[config.mk]
export PLATFORM = sky130hd
export DESIGN_NAME = dirty_index_tracker
export DESIGN_NICKNAME = d
export VERILOG_FILES = /design/src/design/dit_pkg.sv /design/src/design/dirty_index_tracker.sv
export VERILOG_INCLUDE_DIRS = /design/src /design/src/design
export SDC_FILE = /design/constraint.sdc
export NUM_CORES = 2
export LEC_CHECK = 0
export ABC_AREA = 1
export BUFFER_PORTS_ARGS = -buffer_cell sky130_fd_sc_hd__clkbuf_2
export CORE_MARGIN = 3
export CORE_UTILIZATION = 46
export DETAILED_ROUTE_END_ITERATION = 8
export HOLD_SLACK_MARGIN = 0.08
export PLACE_DENSITY = 0.66
export SYNTH_ARGS = -nofsm -noshare
export SYNTH_HDL_FRONTEND = slang
export SYNTH_SLANG_ARGS = --single-unit
[constraint.sdc]
create_clock -name clk -period 4.49 [get_ports clk]
set_input_delay 0.898 -clock clk [delete_from_list [all_inputs] [get_ports clk]]
set_output_delay 0.898 -clock clk [all_outputs]
set_load 0.05 [all_outputs]
[src/design/dirty_index_tracker_defines.svh]
// ============================================================================
// dirty_index_tracker_defines.svh
// Assertion macros shared by the dirty index tracker RTL.
// ============================================================================
`ifndef DIRTY_INDEX_TRACKER_DEFINES_SVH
`define DIRTY_INDEX_TRACKER_DEFINES_SVH

// Check a property on every rising clock edge, also during reset.
`define DIT_ASSERT_ALWAYS(label, prop, msg) \
	label: assert property (@(posedge clk) (prop)) else $error(msg);

// Check a property on rising clock edges outside reset.
`define DIT_ASSERT(label, prop, msg) \
	label: assert property (@(posedge clk) disable iff (!arst_n) (prop)) else $error(msg);

`endif

[src/design/dit_pkg.sv]
// ============================================================================
// dit_pkg
// Shared types and constants of the dirty index tracker.
// ============================================================================
`timescale 1ns / 1ps

package dit_pkg;

	// Default table capacity
	localparam int DEF_CAPACITY = 256;

	// Field widths
	localparam int FUNC_W  = 2;
	localparam int INDEX_W = 8;
	localparam int SLOT_W  = 8;
	localparam int COUNT_W = 9;
	localparam int ENTRY_W = 8;

	// Operation codes
	localparam logic [FUNC_W-1:0] FUNC_MARK  = 2'd0;
	localparam logic [FUNC_W-1:0] FUNC_CLEAR = 2'd1;
	localparam logic [FUNC_W-1:0] FUNC_READ  = 2'd2;

	// Input request
	typedef struct packed {
		logic [FUNC_W-1:0]  func;
		logic [INDEX_W-1:0] index;
		logic [SLOT_W-1:0]  slot;
	} req_t;

	// Result
	typedef struct packed {
		logic [COUNT_W-1:0] count;
		logic [ENTRY_W-1:0] entry;
		logic               newly_added;
		logic               rejected;
	} rsp_t;

endpackage

[src/design/dirty_index_tracker.sv]
// ============================================================================
// dirty_index_tracker
// Change list over a table of indices: mark, clear and read of list entries.
// ============================================================================
`timescale 1ns / 1ps
`include "dirty_index_tracker_defines.svh"

// One request is handled at a time and each gives one result. Mark, read and
// the unused code pass through the execute state, which uses the registered
// read data of the flag memory (mark) and the list memory (read). A clear reads
// the list one position a cycle and wipes the flag of each listed index in the
// cycle after. After reset the flag memory is swept to zero, one entry a cycle,
// over its min(CAPACITY, 256) entries; no request is accepted until that pass is
// done. The result waits in an output register, so a slow consumer stalls the
// block only when the next result is ready.
module dirty_index_tracker #(
	parameter int CAPACITY = dit_pkg::DEF_CAPACITY
) (
	input  logic          clk,
	input  logic          arst_n,
	input  logic          in_valid,
	output logic          in_ready,
	input  dit_pkg::req_t in_data,
	output logic          out_valid,
	input  logic          out_ready,
	output dit_pkg::rsp_t out_data
);

	// Indices are 8 bits wide, so no more than 256 entries are ever used
	localparam int DEPTH = (CAPACITY < 256) ? CAPACITY : 256;
	localparam int AW    = $clog2(DEPTH);
	localparam int CNT_W = $clog2(DEPTH + 1);

	typedef enum logic [3:0] {
		ST_INIT = 4'b0001,
		ST_IDLE = 4'b0010,
		ST_EXEC = 4'b0100,
		ST_CLR  = 4'b1000
	} state_t;

	state_t                       state_q;
	logic [AW-1:0]                sweep_q;
	logic [CNT_W-1:0]             count_q;
	logic [CNT_W-1:0]             walk_q;
	logic                         wipe_s1;
	dit_pkg::req_t                req_q;
	logic                         out_valid_q;
	dit_pkg::rsp_t                out_q;

	// Memories and their registered read data
	logic                         flag_mem [DEPTH];
	logic [dit_pkg::ENTRY_W-1:0]  order_mem [DEPTH];
	logic                         flag_rd_q;
	logic [dit_pkg::ENTRY_W-1:0]  order_rd_q;

	logic                         flag_we;
	logic [AW-1:0]                flag_wa;
	logic                         flag_wd;
	logic                         flag_re;
	logic [AW-1:0]                flag_ra;
	logic                         order_we;
	logic                         order_re;
	logic [AW-1:0]                order_ra;

	logic                         accept;
	logic                         out_free;
	logic                         mark_in_range;
	logic                         mark_new;
	logic                         read_hit;
	logic                         walk_more;
	logic                         clr_done;
	logic                         exec_done;
	logic [CNT_W-1:0]             count_nxt;
	dit_pkg::rsp_t                rsp_d;

	assign in_ready  = (state_q == ST_IDLE);
	assign accept    = in_valid && in_ready;
	assign out_free  = !out_valid_q || out_ready;
	assign out_valid = out_valid_q;
	assign out_data  = out_q;

	// Decode the held request
	assign mark_in_range = (32'(req_q.index) < CAPACITY);
	assign mark_new      = (req_q.func == dit_pkg::FUNC_MARK) && mark_in_range && !flag_rd_q
		&& (32'(count_q) < DEPTH);
	assign read_hit      = ({1'b0, req_q.slot} < 9'(count_q));
	assign count_nxt     = mark_new ? count_q + CNT_W'(1) : count_q;
	assign exec_done     = (state_q == ST_EXEC) && out_free;
	assign walk_more     = (walk_q < count_q);
	assign clr_done      = (state_q == ST_CLR) && !walk_more && !wipe_s1 && out_free;

	// Build the result of a mark, read or unused code
	always_comb begin
		rsp_d             = '0;
		rsp_d.count       = 9'(count_nxt);
		case (req_q.func)
			dit_pkg::FUNC_MARK: begin
				rsp_d.newly_added = mark_new;
				rsp_d.rejected    = !mark_in_range;
			end
			dit_pkg::FUNC_READ: begin
				rsp_d.entry    = read_hit ? order_rd_q : '0;
				rsp_d.rejected = !read_hit;
			end
			default: begin
			end
		endcase
	end

	// Flag memory port control: sweep, set on mark, wipe on clear
	always_comb begin
		flag_we = 1'b0;
		flag_wa = '0;
		flag_wd = 1'b0;
		case (state_q)
			ST_INIT: begin
				flag_we = 1'b1;
				flag_wa = sweep_q;
			end
			ST_EXEC: begin
				flag_we = exec_done && mark_new;
				flag_wa = req_q.index[AW-1:0];
				flag_wd = 1'b1;
			end
			ST_CLR: begin
				flag_we = wipe_s1;
				flag_wa = order_rd_q[AW-1:0];
			end
			default: begin
			end
		endcase
	end

	assign flag_re  = accept && (in_data.func == dit_pkg::FUNC_MARK);
	assign flag_ra  = in_data.index[AW-1:0];

	// List memory: append on mark, read on request or during the clear walk
	assign order_we = exec_done && mark_new;
	assign order_re = (accept && (in_data.func == dit_pkg::FUNC_READ))
		|| ((state_q == ST_CLR) && walk_more);
	assign order_ra = (state_q == ST_CLR) ? walk_q[AW-1:0] : in_data.slot[AW-1:0];

	always_ff @(posedge clk) begin
		if (flag_we) begin
			flag_mem[flag_wa] <= flag_wd;
		end
		if (flag_re) begin
			flag_rd_q <= flag_mem[flag_ra];
		end
	end

	always_ff @(posedge clk) begin
		if (order_we) begin
			order_mem[count_q[AW-1:0]] <= req_q.index;
		end
		if (order_re) begin
			order_rd_q <= order_mem[order_ra];
		end
	end

	// Hold the accepted request
	always_ff @(posedge clk) begin
		if (accept) begin
			req_q <= in_data;
		end
	end

	// Sequence: sweep, wait, execute, walk the list
	always_ff @(posedge clk or negedge arst_n) begin
		if (!arst_n) begin
			state_q <= ST_INIT;
			sweep_q <= '0;
			count_q <= '0;
			walk_q  <= '0;
			wipe_s1 <= 1'b0;
		end else begin
			case (state_q)
				ST_INIT: begin
					sweep_q <= sweep_q + AW'(1);
					if (sweep_q == AW'(DEPTH - 1)) begin
						state_q <= ST_IDLE;
					end
				end
				ST_IDLE: begin
					if (accept) begin
						walk_q  <= '0;
						wipe_s1 <= 1'b0;
						state_q <= (in_data.func == dit_pkg::FUNC_CLEAR) ? ST_CLR : ST_EXEC;
					end
				end
				ST_EXEC: begin
					if (exec_done) begin
						count_q <= count_nxt;
						state_q <= ST_IDLE;
					end
				end
				ST_CLR: begin
					wipe_s1 <= walk_more;
					if (walk_more) begin
						walk_q <= walk_q + CNT_W'(1);
					end
					if (clr_done) begin
						count_q <= '0;
						state_q <= ST_IDLE;
					end
				end
				default: begin
					state_q <= ST_IDLE;
				end
			endcase
		end
	end

	// Load the output register, drop it once taken
	always_ff @(posedge clk or negedge arst_n) begin
		if (!arst_n) begin
			out_valid_q <= 1'b0;
		end else if (exec_done || clr_done) begin
			out_valid_q <= 1'b1;
		end else if (out_ready) begin
			out_valid_q <= 1'b0;
		end
	end

	always_ff @(posedge clk) begin
		if (exec_done) begin
			out_q <= rsp_d;
		end else if (clr_done) begin
			out_q <= '0;
		end
	end

	// Checks
	`DIT_ASSERT_ALWAYS(a_count_bound, 32'(count_q) <= DEPTH, "count exceeds depth")
	`DIT_ASSERT(a_accept_next, accept |=> (state_q == ST_EXEC || state_q == ST_CLR), "bad state after accept")
	`DIT_ASSERT(a_mark_incr, (exec_done && mark_new) |=> count_q == $past(count_q) + CNT_W'(1), "mark did not advance count")
	`DIT_ASSERT(a_result_kind, out_valid_q |-> !(out_q.newly_added && out_q.rejected), "added and rejected together")

endmodule
# [Word-level counts from Yosys, hierarchy flattened]
# Memories as Yosys holds them, arrays and structs flattened. A register that Yosys moved wholly into a read port is not among the register bits.
# Index checks and enable logic that the tools add are counted.
[word_totals] n_memories=2 ramBits=2304 word_cells=94 input_bits=22 output_inout_bits=21 regBits=69
[classes] add_sub_neg=3 order_cmp=3 n_reduce_logical=29 n_eq_ne=13 mux=31
[mem_list] memory="order_mem" words=256 word_bits=8 read_ports=1 rd_clocked_by_memory_dff=1 write_ports=1 line_no="dirty_index_tracker.sv:52" source="logic [dit_pkg::ENTRY_W-1:0] order_mem [DEPTH];"
[mem_list] memory="flag_mem" words=256 word_bits=1 read_ports=1 rd_clocked_by_memory_dff=1 write_ports=1 line_no="dirty_index_tracker.sv:51" source="logic flag_mem [DEPTH];"
[ops] operator="2-to-1 mux 9 bit" count=5
[ops] operator="2-to-1 mux 19 bit" count=2
[ops] operator="one-hot mux 9 bit (2 select lines)" count=2
[ops] operator="2-to-1 mux 8 bit" count=3
[ops] operator="one-hot mux 8 bit (3 select lines)" count=1
[ops] operator="2-to-1 mux 4 bit" count=5
[ops] operator="adder 9 x 1 -> 9 bit, second input constant" count=2
[ops] operator="one-hot mux 4 bit (4 select lines)" count=1
[ops] operator="logical AND 1 bit" count=11
[ops] operator="2-to-1 mux 1 bit" count=10
[ops] operator="< comparator 8 x 9 -> 1 bit" count=1
[ops] operator="< comparator 9 bit" count=1
[ops] operator="< comparator 9 bit, second input constant" count=1
[ops] operator="adder 8 x 1 -> 8 bit, second input constant" count=1
[ops] operator="equality test 8 bit, second input constant" count=1
[ops] operator="!= test 2 bit, second input constant" count=4
[ops] operator="nonzero test 2 bit" count=4
[ops] operator="AND reduction 3 bit" count=2
[ops] operator="logical NOT 1 bit" count=5
[ops] operator="equality test 2 bit, second input constant" count=2
[ops] operator="equality test 4 x 1 -> 1 bit, second input constant" count=1
[ops] operator="equality test 4 x 2 -> 1 bit, second input constant" count=1
[ops] operator="equality test 4 x 3 -> 1 bit, second input constant" count=1
[ops] operator="equality test 4 bit, second input constant" count=1
[ops] operator="other kinds (8)" count=11

# [Logic depth before layout (Yosys ltp)]
[logic_depth] ltp_word=7 depth_mapped=18 depth_no_buf=15

# [Worst setup path after synthesis]
# No wires, ideal clock.
[synth_timing] path_kind="flip-flop to flip-flop" from="register req_q[14] in the netlist's numbering" to="memory flag_mem[252], enable pin" required_ns=4.177 setup_time_ns=0.313 period_less_slack_ns=4.954 n_path_buf=1 stages_incl_launch_ff=8 slack_ns=-0.464 arrival_ns=4.641 cell_sequence="edfxtp_1 -> a221oi_1 -> inv_1 -> nand2_1 -> inv_1 -> nand3_1 -> buf_2 -> nor3_1"
[synth_via] elab_chain_cells=1
[synth_rtl] element="start, declared" line_no="dirty_index_tracker.sv:46" source="dit_pkg::req_t req_q;"
[synth_rtl] element="start signal, assigned" line_no="dirty_index_tracker.sv:164" source="req_q <= in_data;"
[synth_rtl] element="one-hot mux 8 bit (3 select lines)" line_no="dirty_index_tracker.sv:115" source="case (state_q)"
[synth_rtl] element="end, declared" line_no="dirty_index_tracker.sv:51"
# No other way between the ends.

# [Worst setup path in the final report]
[layout_timing] from="register state_q[1]" to="register order_rd_q[4] in the netlist's numbering (read register of order_mem) (data pin)"
[layout_via] elab_chain_cells=4 elab_cells_between_ends=7 cone_classes="eq/ne: 2; mux: 1; reduce/logical: 4"
[layout_rtl] element="start, declared" line_no="dirty_index_tracker.sv:41" source="state_t state_q;"
[layout_rtl] element="start signal, assigned" line_no="dirty_index_tracker.sv:188" source="state_q <= (in_data.func == dit_pkg::FUNC_CLEAR) ? ST_CLR : ST_EXEC;"
[layout_rtl] element="equality test 4 x 2 -> 1 bit" line_no="dirty_index_tracker.sv:76" source="assign in_ready = (state_q == ST_IDLE);"
[layout_rtl] element="logical AND 1 bit" line_no="dirty_index_tracker.sv:77" source="assign accept = in_valid && in_ready;"
[layout_rtl] element="logical AND 1 bit" line_no="dirty_index_tracker.sv:139" source="assign order_re = (accept && (in_data.func == dit_pkg::FUNC_READ))"
[layout_rtl] element="logical OR 1 bit" line_no="dirty_index_tracker.sv:140" source="|| ((state_q == ST_CLR) && walk_more);"
[layout_rtl] element="end, declared" line_no="dirty_index_tracker.sv:54" source="logic [dit_pkg::ENTRY_W-1:0] order_rd_q;"
# Several ways; a longest one is shown, not always the timed one.
# A chain may end at the register's enable or synchronous reset.

==> impl_metrics.ini <==
[critical_path]
r2r_cells = 12
crit_type = reg2reg
endpoint_kind = register
arrival_ps = 4640
reg2reg_to = order_rd_q[4]$_DFFE_PP_
r2r-start = state_q[1]$_DFFE_PN0P_
cp.required_ps = 5120
critPathMaxFanout = 101
rrSetupSlack_ps = 480
critPathLaunchType = register

[clock_network]
clkSinkCount = 2382
post_cts_resized = 0
cts-htree-levels = 4
clk_latency_ps = 890
cts_tree = done
clkSlewWorstSetupHoldPaths_ps = 70
cts_buffer_depth = 3
hold_buffers = 0
cts_inserted_buffers = 231
cts_setup_buffers = 0
clockRootBuffer = clkbuf_16

[place]
place.gp.congestion = 0.882
hpwlAfterDp_um = 158000
port_buffers = 42

[sta]
min_period_ps = 4010
drv_slew = 0
setup_viol = 0
finalClockSkew_ps = 32.7
relSlewSlack_pct = 18.4
finalHoldViolations = 0
rsz0062_at_grt = no
setup_tns_ps = 0
fin_crit_sh_pct = 89.3
fmax_mhz = 249
tightest_slew_ps = 1220

[final_layout]
area_growth_pct = 11.2
nets = 10000
drive_above_1_share_pct = 6.88

[detailed_routing]
drtIter0Drc = 9870
dr_wl_met2_um = 129000
via_per_inst = 5.46
routed-via-count = 71800
highest_layer = met5
wirelength_um = 281000
drc = 0
ant_nets = 0
drt_first_pass_iters = 6
routedWlPerCell_um = 21.4
drt-met1-wl_um = 113000
wl_met3_um = 28700

[synth]
yosysUniqueCellTypes = 39
synth_area_um2 = 104000
syn_nets = 10100
synth_top_area_share_pct = 67.8
synth_area_leader_cell = edfxtp_1
ys_ff_latch = 2382
syn_inst = 10000
avgSynthCellArea_um2 = 10.4
netlist_top_cells_area = edfxtp_1, nand2_1, nand3_1
ys_warn_count = 0
yosysSeqAreaShare_pct = 68.6

[power]
powerDensity_nw_per_um2 = 452
ir_worst_vdd_v = 0.000399
p_leak_nw = 46.0
total_power_mw = 52.3

[hold_path]
hp-class = in2async

[die]
start_util_pct = 46.5
io_pins = 43
dieHeight_um = 482
rows = 173
fp.coreArea_um2 = 224000
fp.dieW_um = 482
dieArea_um2 = 232000

[global_route]
overflow = 0
grt_pass1_vias = 68000
grt_pass1_wl_um = 422000
grt_use_total_pct = 24.0
grt_max_degree = 163
antenna_found_initial = 15

[status]
status = finished, final reports clean

[run]
max_cap_violations = 0
synth_stat cells:
| library cell | count |
|---|---|
| dfstp_2 | 1 |
| edfxtp_1 | 2350 |
| a221oi_1 | 2 |
| nor3_1 | 28 |
| nand4_1 | 8 |
| or3_1 | 1 |
| inv_1 | 1524 |
| a31o_2 | 7 |
| nand2_1 | 2565 |
| a21oi_1 | 21 |
| buf_4 | 7 |
| and3_1 | 8 |
| nor2_4 | 2 |
| o31ai_1 | 3 |
| clkbuf_1 | 208 |
| o21ai_4 | 2 |
| nand4_2 | 2 |
| nand2_2 | 4 |
| o211ai_1 | 49 |
| dfrtp_1 | 31 |
| a221oi_4 | 2 |
| xor2_1 | 12 |
| buf_2 | 292 |
| buf_6 | 4 |
| buf_1 | 60 |
| nor2_2 | 4 |
| ha_1 | 21 |
| o21ai_0 | 226 |
| o22ai_1 | 73 |
| o21ai_2 | 2 |
| nand3_2 | 2 |
| nor4_4 | 1 |
| inv_2 | 13 |
| nor2_1 | 690 |
| nand3_1 | 1805 |
| o2111ai_1 | 2 |
| o21ai_1 | 8 |
| nand2_4 | 1 |
| o211ai_2 | 1 |
sequential cells by signal (all words and copies together), names as in the netlist:
name / count
sweep_q: 8
req_q: 18
order_rd_q: 8
state_q: 4
flag_rd_q: 1
order_mem: 2048
wipe_s1: 1
flag_mem: 256
out_data: 19
walk_q: 9
out_valid: 1
count_q: 9
how the worst max path moves through the flow:
stage	endpoint	slack (ps)	from	cells after the start
final	order_rd_q[4]$_DFFE_PP_	480	state_q[1]$_DFFE_PN0P_	12
after global routing	order_mem[234][5]$_DFFE_PP_	400	state_q[1]$_DFFE_PN0P_	9
after CTS	order_mem[234][5]$_DFFE_PP_	580	state_q[1]$_DFFE_PN0P_	9
after detailed placement	order_mem[234][6]$_DFFE_PP_	490	out_ready	9
after global placement	order_mem[234][6]$_DFFE_PP_	520	out_ready	9
after floorplan	flag_mem[38]$_DFFE_PP_	-390	req_q[13]$_DFFE_PP_	5
critical path, cell delays in order (launching register included):
cell and delay [ps]:
dfrtp_1 450, nor2_4 250, nand2_4 280, o21ai_4 380, buf_12 420, buf_12 380
nand3_1 190, nand3_1 120, nand3_1 170, nand3_1 300, nand3_1 240, nand3_1 290
nand2_1 90
per-layer routing:
| layer | vias up | global-route usage [%] |
|---|---|---|
| met1 | 34600 | 33.4 |
| met5 | - | 0 |
| li1 | 33000 | - |
| met3 | 578 | 4.21 |
| met4 | 4 | 8.82 |
| met2 | 3584 | 37.7 |
layout by cell type (no fill, tap or decap), types with 7 or more instances in the layout:
cell,count
nand2_1,2540
edfxtp_1,2350
nand3_1,1798
inv_1,1521
nor2_1,679
clkbuf_16,233
o21ai_0,225
buf_4,162
o22ai_1,73
buf_12,56
clkinv_1,54
o211ai_1,49
clkinv_2,47
clkbuf_1,43
clkbuf_2,41
dfrtp_1,31
bufinv_16,27
nand2_2,25
a21oi_1,21
ha_1,21
nor3_1,18
nor2_2,15
clkinvlp_4,14
xor2_1,12
inv_2,11
nor3_2,10
diode_2,8
nand4_1,8
and3_1,8
a31o_2,7
report_power, final:
group	internal [mW]	total (mW)	switching, mW	leakage (nW)
Sequential	25.5	25.7	0.120	21.6
Clock	11.1	19.5	8.44	3.69
Combinational	1.53	7.14	5.60	20.7
logic make-up after synthesis:
| logic type | after synthesis | share of synthesized area (%) |
|---|---|---|
| compound gates | 398 | 2.24 |
| fa+ha+maj | 21 | 0.253 |
| xor+xnor | 12 | 0.101 |
| flops | 2382 | 68.6 |
| buf+inv | 2108 | 8.01 |
| simple gates | 5121 | 20.8 |
cell type report:
class | count | area [um^2]
Fill cell | 19300 | 108000
Sequential cell | 2382 | 71400
Multi-Input combinational cell | 5552 | 24600
Clock buffer | 277 | 6010
Inverter | 1537 | 5790
Tap cell | 2975 | 3720
Timing Repair Buffer | 259 | 2540
Clock inverter | 157 | 1580
Antenna cell | 8 | 20.0
through the flow:
stage / area [um^2] / hold WS, ps / utilization [%] / setup slack [ps] / std cells
floorplan: 104000 / 442 / - / -389 / 10000
global placement: 108000 / 456 / 48.3 / 515 / 12700
detailed placement: 108000 / 476 / 48.3 / 490 / 12700
CTS: 116000 / 96.7 / 51.7 / 579 / 13100
global route: 116000 / 157 / 51.7 / 399 / 13100
finish: 116000 / 131 / 51.7 / 481 / 13100
(Power assumes the default switching activity.)
